File: config.mk
export PLATFORM = sky130hd
export DESIGN_NAME = obb_back
export DESIGN_NICKNAME = d
export VERILOG_FILES = /design/src/obb_pkg.sv /design/src/obb_back.sv
export SDC_FILE = /design/constraint.sdc
export NUM_CORES = 2
export LEC_CHECK = 0
export BUFFER_PORTS_ARGS = -buffer_cell sky130_fd_sc_hd__clkbuf_2
export CORE_MARGIN = 2
export CORE_UTILIZATION = 40
export DETAILED_ROUTE_END_ITERATION = 10
export PLACE_DENSITY = 0.6
export SYNTH_ARGS = -nofsm -noshare
export SYNTH_HDL_FRONTEND = slang
export SYNTH_SLANG_ARGS = --single-unit
export TNS_END_PERCENT = 50
File: constraint.sdc
create_clock -name clk -period 29.5 [get_ports clk]
set_input_delay 2.95 -clock clk [delete_from_list [all_inputs] [get_ports clk]]
set_output_delay 2.95 -clock clk [all_outputs]
set_load 0.02 [all_outputs]
File: src/obb_pkg.sv
// Shared types and constants for the oriented-box face-axis overlap test.
package obb_pkg;

    localparam int CompW   = 32;
    localparam int AxisW   = 16;
    localparam int HalfW   = 31;
    localparam int NumRows = 6;
    localparam int RowW    = $clog2(NumRows);

    localparam logic [1:0] KIND_CENTRE = 2'd0;
    localparam logic [1:0] KIND_AXIS   = 2'd1;
    localparam logic [1:0] KIND_TEST   = 2'd2;
    localparam logic [2:0] NO_SEPARATION = 3'd6;
    localparam logic [2:0] LAST_FACE_AXIS = 3'd5;

    typedef struct packed {
        logic [1:0]              kind;
        logic                    box_select;
        logic [1:0]              axis_index;
        logic signed [CompW-1:0] comp_x;
        logic signed [CompW-1:0] comp_y;
        logic signed [CompW-1:0] comp_z;
        logic [HalfW-1:0]        half_length;
    } in_item_t;

    typedef struct packed {
        logic       overlap;
        logic [2:0] separating_axis;
    } out_item_t;

    typedef enum logic [1:0] {
        CMD_CENTRE = 2'd0,
        CMD_AXIS   = 2'd1,
        CMD_TEST   = 2'd2
    } cmd_t;

    typedef struct packed {
        cmd_t     cmd;
        in_item_t item;
    } q_entry_t;

    typedef struct packed {
        logic     valid;
        q_entry_t entry;
    } q_head_t;

endpackage

File: src/obb_back.sv
// Back end: box stores and the shared-multiplier sequencer for the axis tests.
module obb_back (
    input  logic               clk,
    input  logic               rst_n,
    input  obb_pkg::q_head_t   head,
    output logic               pop,
    output logic               result_valid,
    output obb_pkg::out_item_t result
);
    import obb_pkg::*;

    typedef enum logic [4:0] {
        S_IDLE  = 5'b00001,
        S_LOADN = 5'b00010,
        S_MUL   = 5'b00100,
        S_ACC   = 5'b01000,
        S_CHECK = 5'b10000
    } state_t;

    state_t                  state_reg, state_next;
    logic signed [CompW-1:0] centre_reg [2][3];
    logic [3*AxisW-1:0]      axis_reg [NumRows];
    logic [HalfW-1:0]        ext_reg [NumRows];

    logic signed [CompW:0]   off_reg [3];
    logic signed [AxisW-1:0] n_reg [3];
    logic [HalfW+13:0]       rown_reg;
    logic signed [51:0]      dist_reg;
    logic signed [34:0]      d_reg;
    logic [53:0]             r_reg;
    logic signed [65:0]      prod_reg;
    logic [2:0]              k_reg;
    logic [1:0]              seg_reg;
    logic [1:0]              c_reg;
    logic                    rv_reg;
    out_item_t               res_reg;

    logic                    own;
    logic [1:0]              own_idx;
    logic [1:0]              other_j;
    logic [RowW-1:0]         row;
    logic [3*AxisW-1:0]      rd_axis;
    logic [HalfW-1:0]        rd_ext;
    logic signed [AxisW-1:0] m_c;
    logic signed [33:0]      op_a;
    logic signed [31:0]      op_b;
    logic [33:0]             d_mag;
    logic [51:0]             dist_mag;
    logic [54:0]             bound;
    logic                    separates;

    assign own     = (k_reg > 3'd2);
    assign own_idx = own ? 2'(k_reg - 3'd3) : k_reg[1:0];
    assign other_j = seg_reg - 2'd1;

    // One row read port: own axis while loading, other box's axes otherwise.
    always_comb
    begin
        if (state_reg == S_LOADN)
        begin
            row = own ? 3'd3 + {1'b0, own_idx} : {1'b0, own_idx};
        end
        else
        begin
            row = own ? {1'b0, other_j} : 3'd3 + {1'b0, other_j};
        end
    end

    assign rd_axis = axis_reg[row];
    assign rd_ext  = ext_reg[row];

    always_comb
    begin
        case (c_reg)
            2'd0:    m_c = rd_axis[AxisW-1:0];
            2'd1:    m_c = rd_axis[2*AxisW-1:AxisW];
            default: m_c = rd_axis[3*AxisW-1:2*AxisW];
        endcase
    end

    assign d_mag = d_reg[34] ? 34'(-d_reg) : d_reg[33:0];

    // Operand select for the shared multiplier.
    always_comb
    begin
        op_a = '0;
        op_b = '0;
        if (seg_reg == 2'd0)
        begin
            op_a = 34'(off_reg[c_reg]);
            op_b = 32'(n_reg[c_reg]);
        end
        else if (c_reg == 2'd3)
        begin
            op_a = {14'd0, d_mag[33:14]};
            op_b = {1'b0, rd_ext};
        end
        else
        begin
            op_a = 34'(n_reg[c_reg]);
            op_b = 32'(m_c);
        end
    end

    assign dist_mag  = dist_reg[51] ? 52'(-dist_reg) : 52'(dist_reg);
    assign bound     = 55'(rown_reg) + 55'(r_reg);
    assign separates = ({3'd0, dist_mag} > bound);

    assign pop = head.valid && (state_reg == S_IDLE);

    always_comb
    begin
        state_next = state_reg;
        unique case (state_reg)
            S_IDLE:
            begin
                if (pop && head.entry.cmd == CMD_TEST)
                begin
                    state_next = S_LOADN;
                end
            end
            S_LOADN: state_next = S_MUL;
            S_MUL:   state_next = S_ACC;
            S_ACC:
            begin
                if (seg_reg == 2'd3 && c_reg == 2'd3)
                begin
                    state_next = S_CHECK;
                end
                else
                begin
                    state_next = S_MUL;
                end
            end
            S_CHECK:
            begin
                if (separates || k_reg == LAST_FACE_AXIS)
                begin
                    state_next = S_IDLE;
                end
                else
                begin
                    state_next = S_LOADN;
                end
            end
            default: state_next = S_IDLE;
        endcase
    end

    always_ff @(posedge clk or negedge rst_n)
    begin
        if (!rst_n)
        begin
            state_reg <= S_IDLE;
            rv_reg    <= 1'b0;
            k_reg     <= 3'd0;
            seg_reg   <= 2'd0;
            c_reg     <= 2'd0;
        end
        else
        begin
            state_reg <= state_next;
            rv_reg    <= (state_reg == S_CHECK) && (separates || k_reg == LAST_FACE_AXIS);
            if (state_reg == S_IDLE)
            begin
                k_reg <= 3'd0;
            end
            else if (state_reg == S_CHECK)
            begin
                k_reg <= k_reg + 3'd1;
            end
            if (state_reg == S_LOADN)
            begin
                seg_reg <= 2'd0;
                c_reg   <= 2'd0;
            end
            else if (state_reg == S_ACC)
            begin
                if (seg_reg == 2'd0 && c_reg == 2'd2)
                begin
                    seg_reg <= 2'd1;
                    c_reg   <= 2'd0;
                end
                else if (c_reg == 2'd3)
                begin
                    seg_reg <= seg_reg + 2'd1;
                    c_reg   <= 2'd0;
                end
                else
                begin
                    c_reg <= c_reg + 2'd1;
                end
            end
        end
    end

    // Stores and datapath.
    always_ff @(posedge clk)
    begin
        if (pop)
        begin
            unique case (head.entry.cmd)
                CMD_CENTRE:
                begin
                    centre_reg[head.entry.item.box_select][0] <= head.entry.item.comp_x;
                    centre_reg[head.entry.item.box_select][1] <= head.entry.item.comp_y;
                    centre_reg[head.entry.item.box_select][2] <= head.entry.item.comp_z;
                end
                CMD_AXIS:
                begin
                    axis_reg[head.entry.item.box_select ? 3'd3 + {1'b0,
                        head.entry.item.axis_index} : {1'b0, head.entry.item.axis_index}]
                        <= {head.entry.item.comp_z[AxisW-1:0],
                            head.entry.item.comp_y[AxisW-1:0],
                            head.entry.item.comp_x[AxisW-1:0]};
                    ext_reg[head.entry.item.box_select ? 3'd3 + {1'b0,
                        head.entry.item.axis_index} : {1'b0, head.entry.item.axis_index}]
                        <= head.entry.item.half_length;
                end
                CMD_TEST:
                begin
                    for (int i = 0; i < 3; i++)
                    begin
                        off_reg[i] <= 33'(centre_reg[0][i]) - 33'(centre_reg[1][i]);
                    end
                end
                default:
                begin
                end
            endcase
        end
        if (state_reg == S_LOADN)
        begin
            n_reg[0] <= rd_axis[AxisW-1:0];
            n_reg[1] <= rd_axis[2*AxisW-1:AxisW];
            n_reg[2] <= rd_axis[3*AxisW-1:2*AxisW];
            rown_reg <= {rd_ext, 14'd0};
            dist_reg <= '0;
            d_reg    <= '0;
            r_reg    <= '0;
        end
        if (state_reg == S_MUL)
        begin
            prod_reg <= op_a * op_b;
        end
        if (state_reg == S_ACC)
        begin
            if (seg_reg == 2'd0)
            begin
                dist_reg <= dist_reg + prod_reg[51:0];
            end
            else if (c_reg == 2'd3)
            begin
                r_reg <= r_reg + prod_reg[53:0];
                d_reg <= '0;
            end
            else
            begin
                d_reg <= d_reg + prod_reg[34:0];
            end
        end
        if (state_reg == S_CHECK)
        begin
            res_reg.overlap         <= !separates;
            res_reg.separating_axis <= separates ? k_reg : NO_SEPARATION;
        end
    end

    assign result_valid = rv_reg;
    assign result       = res_reg;

endmodule

[Word level (Yosys, flattened, before mapping)]
Memory sizes are Yosys's and may differ from the RTL's.
Index checks and enable logic that the tools add are counted.
Cells by class
  $add $sub $neg: 17
  multipliers: 1
  order comparisons: 2
  eq/ne operators: 13
  muxes and demuxes: 48
  reductions and logical operators: 14
Operator list (number)
  $mux 54: 4
  $mux 52: 4
  $mux 35: 4
  $mux 34: 3
  $sub 32x32->33: 3
  $mux 32: 2
  $add 45x54->55: 1
  $gt 52x55->1: 1
  $add 54x54->54: 1
  $mul 34x32->54: 1
  $add 52x52->52: 1
  $neg 52->52: 1
  $add 35x35->35: 1
  $neg 34->34: 1
  $pmux 16 s2: 1
  $pmux 5 s5: 1
  $mux 2: 10
  $mux 3: 6
  $mux 1: 11
  $mux 5: 2
  $add 2x2->3 const A: 3
  $eq 2x2->1 const B: 4
  $logic_not 2->1: 3
  $eq 5x1->1 const B: 1
  other kinds (18): 25
Word-level totals
  register bits after elaboration: 243
  RAM bits: 813
  input bits: 137
  logic and storage cells: 112
  memories kept: 5
Memories
  axis_reg: depth 6, bits a word 48, read ports 1, clocked after Yosys merged registers in 0, wr ports 1, RTL line obb_back.sv:22  | logic [3*AxisW-1:0] axis_reg [NumRows];
  centre_reg: depth 2, bits a word 96, read ports 2, clocked after Yosys merged registers in 0, wr ports 1, RTL line obb_back.sv:21  | logic signed [CompW-1:0] centre_reg [2][3];
  ext_reg: depth 6, bits a word 31, read ports 1, clocked after Yosys merged registers in 0, wr ports 1, RTL line obb_back.sv:23  | logic [HalfW-1:0] ext_reg [NumRows];
  off_reg: depth 3, bits a word 33, read ports 1, clocked after Yosys merged registers in 0, wr ports 3, RTL line obb_back.sv:25  | logic signed [CompW:0] off_reg [3];
  n_reg: depth 3, bits a word 16, read ports 1, clocked after Yosys merged registers in 0, wr ports 3, RTL line obb_back.sv:26  | logic signed [AxisW-1:0] n_reg [3];

[Depth between registers and ports, before layout]
An unclocked memory read counts as a cell.
  depth in word-level cells: 10
  depth in mapped cells: 50
  gate-level depth less buffers: 45

[Worst setup path before layout]
No wires, ideal clock.
  path kind: input to register
  start point: input head[132] (netlist bit)
  end point: memory centre_reg[0][0] (netlist bit), enable pin
  setup time: 0.797 ns
  data arrival time: 12.295 ns
  path slack: 16.408 ns
  stages on the path: 1
  path buffers: 0
  cell sequence: nor4_1
On the way
  cells in the longest elaborated chain, start to end: 4
RTL lines
  from (decl): RTL line obb_back.sv:5  | input obb_pkg::q_head_t head,
  $logic_not 2->1: RTL line obb_back.sv:202  | unique case (head.entry.cmd)
  $mux 1: RTL line obb_back.sv:202
  $mux 1: RTL line obb_back.sv:200  | if (pop)
  $mux 1 (not written as such): RTL line obb_back.sv:207  | centre_reg[head.entry.item.box_select][2] <= head.entry.item.comp_z;
  to (decl): RTL line obb_back.sv:21
No other way between the ends.

[Final worst setup path]
  start point: register k_reg[0]
  end point: register prod_reg[50], data pin
On the way
  cells in the longest elaborated chain, start to end: 10
  elaborated cells on any way between the ends: 13
  classes of those cells: 2 x add/sub; 1 x mul; 1 x order compare; 7 x mux; 2 x memory
RTL lines
  from (decl): RTL line obb_back.sv:32  | logic [2:0] k_reg;
  from (signal assigned): RTL line obb_back.sv:170  | k_reg <= k_reg + 3'd1;
  $gt 3x2->1 or $sub 2x2->2 (tied branches): RTL line obb_back.sv:52, obb_back.sv:53
  $mux 2: RTL line obb_back.sv:53  | assign own_idx = own ? 2'(k_reg - 3'd3) : k_reg[1:0];
  $add 2x2->3: RTL line obb_back.sv:61  | row = own ? 3'd3 + {1'b0, own_idx} : {1'b0, own_idx};
  $mux 3: RTL line obb_back.sv:61
  $mux 3 (*): RTL line obb_back.sv:59  | if (state_reg == S_LOADN)
  $mem_v2 6x48 (*)
  via rd_axis[23]: RTL line obb_back.sv:42  | logic [3*AxisW-1:0] rd_axis;
  $pmux 16 s2 (*): RTL line obb_back.sv:74  | case (c_reg)
  $mux 32 (*): RTL line obb_back.sv:93  | else if (c_reg == 2'd3)
  $mux 32 (*): RTL line obb_back.sv:88  | if (seg_reg == 2'd0)
  $mul 34x32->54 (*): RTL line obb_back.sv:244  | prod_reg <= op_a * op_b;
  to (signal assigned): RTL line obb_back.sv:244
  to (decl): RTL line obb_back.sv:31  | logic signed [65:0] prod_reg;
The timed path passes the listed nets; every way through them passes the cells marked *.
A chain may end at the register's enable or synchronous reset.

==> qor.txt <==
critical path data arrival time: 15.13 ns
Max Cap Viol: 0
initial antenna violation count: 34
Final setup viols: 0
vias per cell: 5.39
Worst path slowest cell: a211oi_1
Synth Warn #: 0
Min Hold Slack: 0.496 ns
clk sink count: 1,056
RR Endpoint: prod_reg[50]
vias in the first global route: 62,100
Synth Cell Area: 0.0865 sq mm
per-cell routed wire length: 21.9 microns
first-pass GRT wire length: 371,000 microns
crit-path most repeated cell: fa_1
unrepaired setup endpoints after global routing: false
Crit. End Element: flop
area of the multi-input gates: 0.0506 sq mm
Hold EP: d_reg[4]
Internal: 4.73 mW
max reg flops: 288
Period minus WS final: 14.76 ns
Pre-Repair DR Iteration Count: 6
worst reg-to-reg path cell count: 39
post-route ant nets: 0
num rows: 170
Final Hold Fails: 0
Mean Syn Cell Area: 10.7 sq um
clk_lat worst skew: 0.77 ns
fin cells: 11,100
share of cells above drive strength 1: 7.65%
die area: 0.220 sq mm
Comb power frac: 63.6%
core box area: 0.215 sq mm
DR vias: 59,900
Seq cells post-synth: 1,056
Port Buf Inserts: 140
Sw Share: 48.3%
Switch Pwr: 4.41 mW
Clock Path Buffers: 3
H-tree Lvls: 3
Final Core Density: 44.0%
CP Max Fanout: 47
hold path depth: 2
FF/Latch Area: 0.0302 sq mm
Final Cycle Share: 50.0%
f_max: 0.0678 GHz
worst min-delay path class: flop to flop
fill cell count: 20,100
Nets: 9,788
Chip Height: 469 microns
Final Skew: 0.0826 ns
Pwr Density: 96.7 mW/mm^2
async set-reset flop share out of synthesis: 1.23%
Slew Viols, Final: 0
Area Growth Syn to Fin: 9.27%
Post-synth EDFFs: 902
CTS root buffer: clkbuf_16
# hold bufs at CTS: 0
Unique masters post-synth: 85
Worst-path clk slew: 0.06 ns
Post-CTS Resized: 0
Clk pwr share: 15.7%
largest net degree at the start of global routing: 86
worst-margin pin slew: 1.39 ns
die width: 469 microns
Setup CP Type: flop to flop
TNS Setup: 0 ns
Placed Cells: 10,900
total CTS buffers: 113
Post-synth top flop: edfxtp_1
Routed WL: 243,000 microns
peak supply drop: 327 uV
slowest stage delay, CP: 0.84 ns
normalized max-slew margin: 7.50%
startpoint types: flop
Pleak: 41.0 nW
power consumption: 9.15 mW
hold path start: d_reg[4]
postcts setup bufs: 0
grt total ovfl: 0
HPWL Detailed: 183,000 microns
status: complete, no violations
gr usage total: 22.3%
reg-to-reg startpoint: k_reg[0]
GP Congestion: 0.929
worst reg2reg setup slack: 14.74 ns
syn nets: 9,713
initial core utilization: 40.3%
count of boundary I/O pins: 143
CTS tree: done
Sequential Power Share: 20.7%
DRC viols: 0
CP required: 29.88 ns
Mapped Cells: 8,100
post-synthesis sequential area ratio: 34.9%
Iter 0 DRT Violations: 4,426
## Yosys cell counts, types with 88 or more instances
| cell type | instances | area, sq um |
|---|---|---|
| a21o_1 | 188 | 1410 |
| a21oi_1 | 338 | 1690 |
| and2_1 | 110 | 688 |
| clkbuf_1 | 212 | 796 |
| dfxtp_1 | 141 | 2820 |
| edfxtp_1 | 902 | 27100 |
| fa_1 | 972 | 19500 |
| ha_1 | 504 | 6310 |
| inv_1 | 1269 | 4760 |
| mux2i_1 | 168 | 1680 |
| nand2_1 | 757 | 2840 |
| nand2b_1 | 88 | 551 |
| nand3_1 | 181 | 906 |
| nor2_1 | 553 | 2080 |
| o21ai_0 | 366 | 1830 |
| xnor2_1 | 259 | 2270 |
| xor2_1 | 107 | 937 |
## how the worst max path moves through the flow
stage	startpoint	endpoint	depth (start not counted)
finish	k_reg[0]	prod_reg[50]	39
global route	k_reg[0]	prod_reg[50]	39
CTS	k_reg[0]	prod_reg[50]	39
detailed placement	k_reg[0]	prod_reg[50]	39
global placement	k_reg[0]	prod_reg[50]	39
floorplan	head[132]	centre_reg[0][0]	1
## power groups by stage
stage               Sequential (mW)  Combinational (mW)  Clock (mW)
floorplan                      1.92                3.51           0
finish                         1.89                5.82        1.44
global route                   1.89                6.47        1.52
detailed placement             1.92                5.73           0
CTS                            1.89                5.76        1.46
global placement               1.92                5.67           0
## layout make-up
type / count / area share (%)
multi-input cells: 5466 / 53.5
flip-flops and latches: 1056 / 32.0
inverters: 1269 / 5.04
well taps: 2838 / 3.75
clock buffers: 139 / 3.17
repair buffers: 269 / 1.78
clock inverters: 74 / 0.811
diodes: 4 / 0.0106
## kinds of logic (layout without fill, tap and decap cells)
family | after synthesis | in the layout | synth area share (%)
simple gates | 2022 | 2022 | 10.7
buf+inv | 1578 | 1751 | 7.01
fa+ha+maj | 1476 | 1476 | 29.8
compound gates | 1347 | 1347 | 9.87
flops | 1056 | 1056 | 34.9
xor+xnor | 367 | 367 | 3.73
mux | 254 | 254 | 4.04
other cells | 0 | 4 | 0
## layout by cell type (no fill, tap or decap), types with 33 or more instances in the layout
cell type,netlist,final
nand4_1,34,34
nor2b_1,66,66
or3_1,33,33
a21o_1,188,188
and2_1,110,110
nor2_1,553,548
a22o_1,34,34
nand2_1,757,755
clkbuf_16,0,114
o21ai_0,366,356
clkbuf_2,0,140
dfxtp_1,141,140
mux4_2,75,75
nor3_1,57,55
buf_4,16,128
xnor2_1,259,259
fa_1,972,972
xor2_1,107,107
o21bai_1,39,39
and3_1,34,34
mux2i_1,168,160
edfxtp_1,902,902
o31ai_1,48,48
o21a_1,80,80
a21oi_1,338,328
nand2b_1,88,88
inv_1,1269,1266
ha_1,504,502
nand3_1,181,181
## layer usage
metal	vias up	part of all wire, %	global-route usage (%)
met1	30100	41	29.0
met3	521	8.0	4.75
met2	2001	46	36.1
li1	27200	-	-
met4	42	4.5	9.11
met5	-	0.12	0
## worst max-delay path, delay by kind of cell (launching register included)
kind	cells	cell delay (ns)
adder cells (fa/ha/maj)	10	4.59
buffers and inverters	7	1.78
AND/OR/NAND/NOR	7	1.74
multiplexers	3	1.51
flip-flops	1	0.50
AO/OA/AOI/OAI	12	4.12
## through the flow
stage	instance area [sq um]	worst slack (ns)
global route	94600	13.93
CTS	94600	14.86
detailed placement	90800	14.95
finish	94600	14.74
floorplan	86500	16.41
global placement	90800	14.99
No activity file was read; power rests on OpenSTA's default activity.
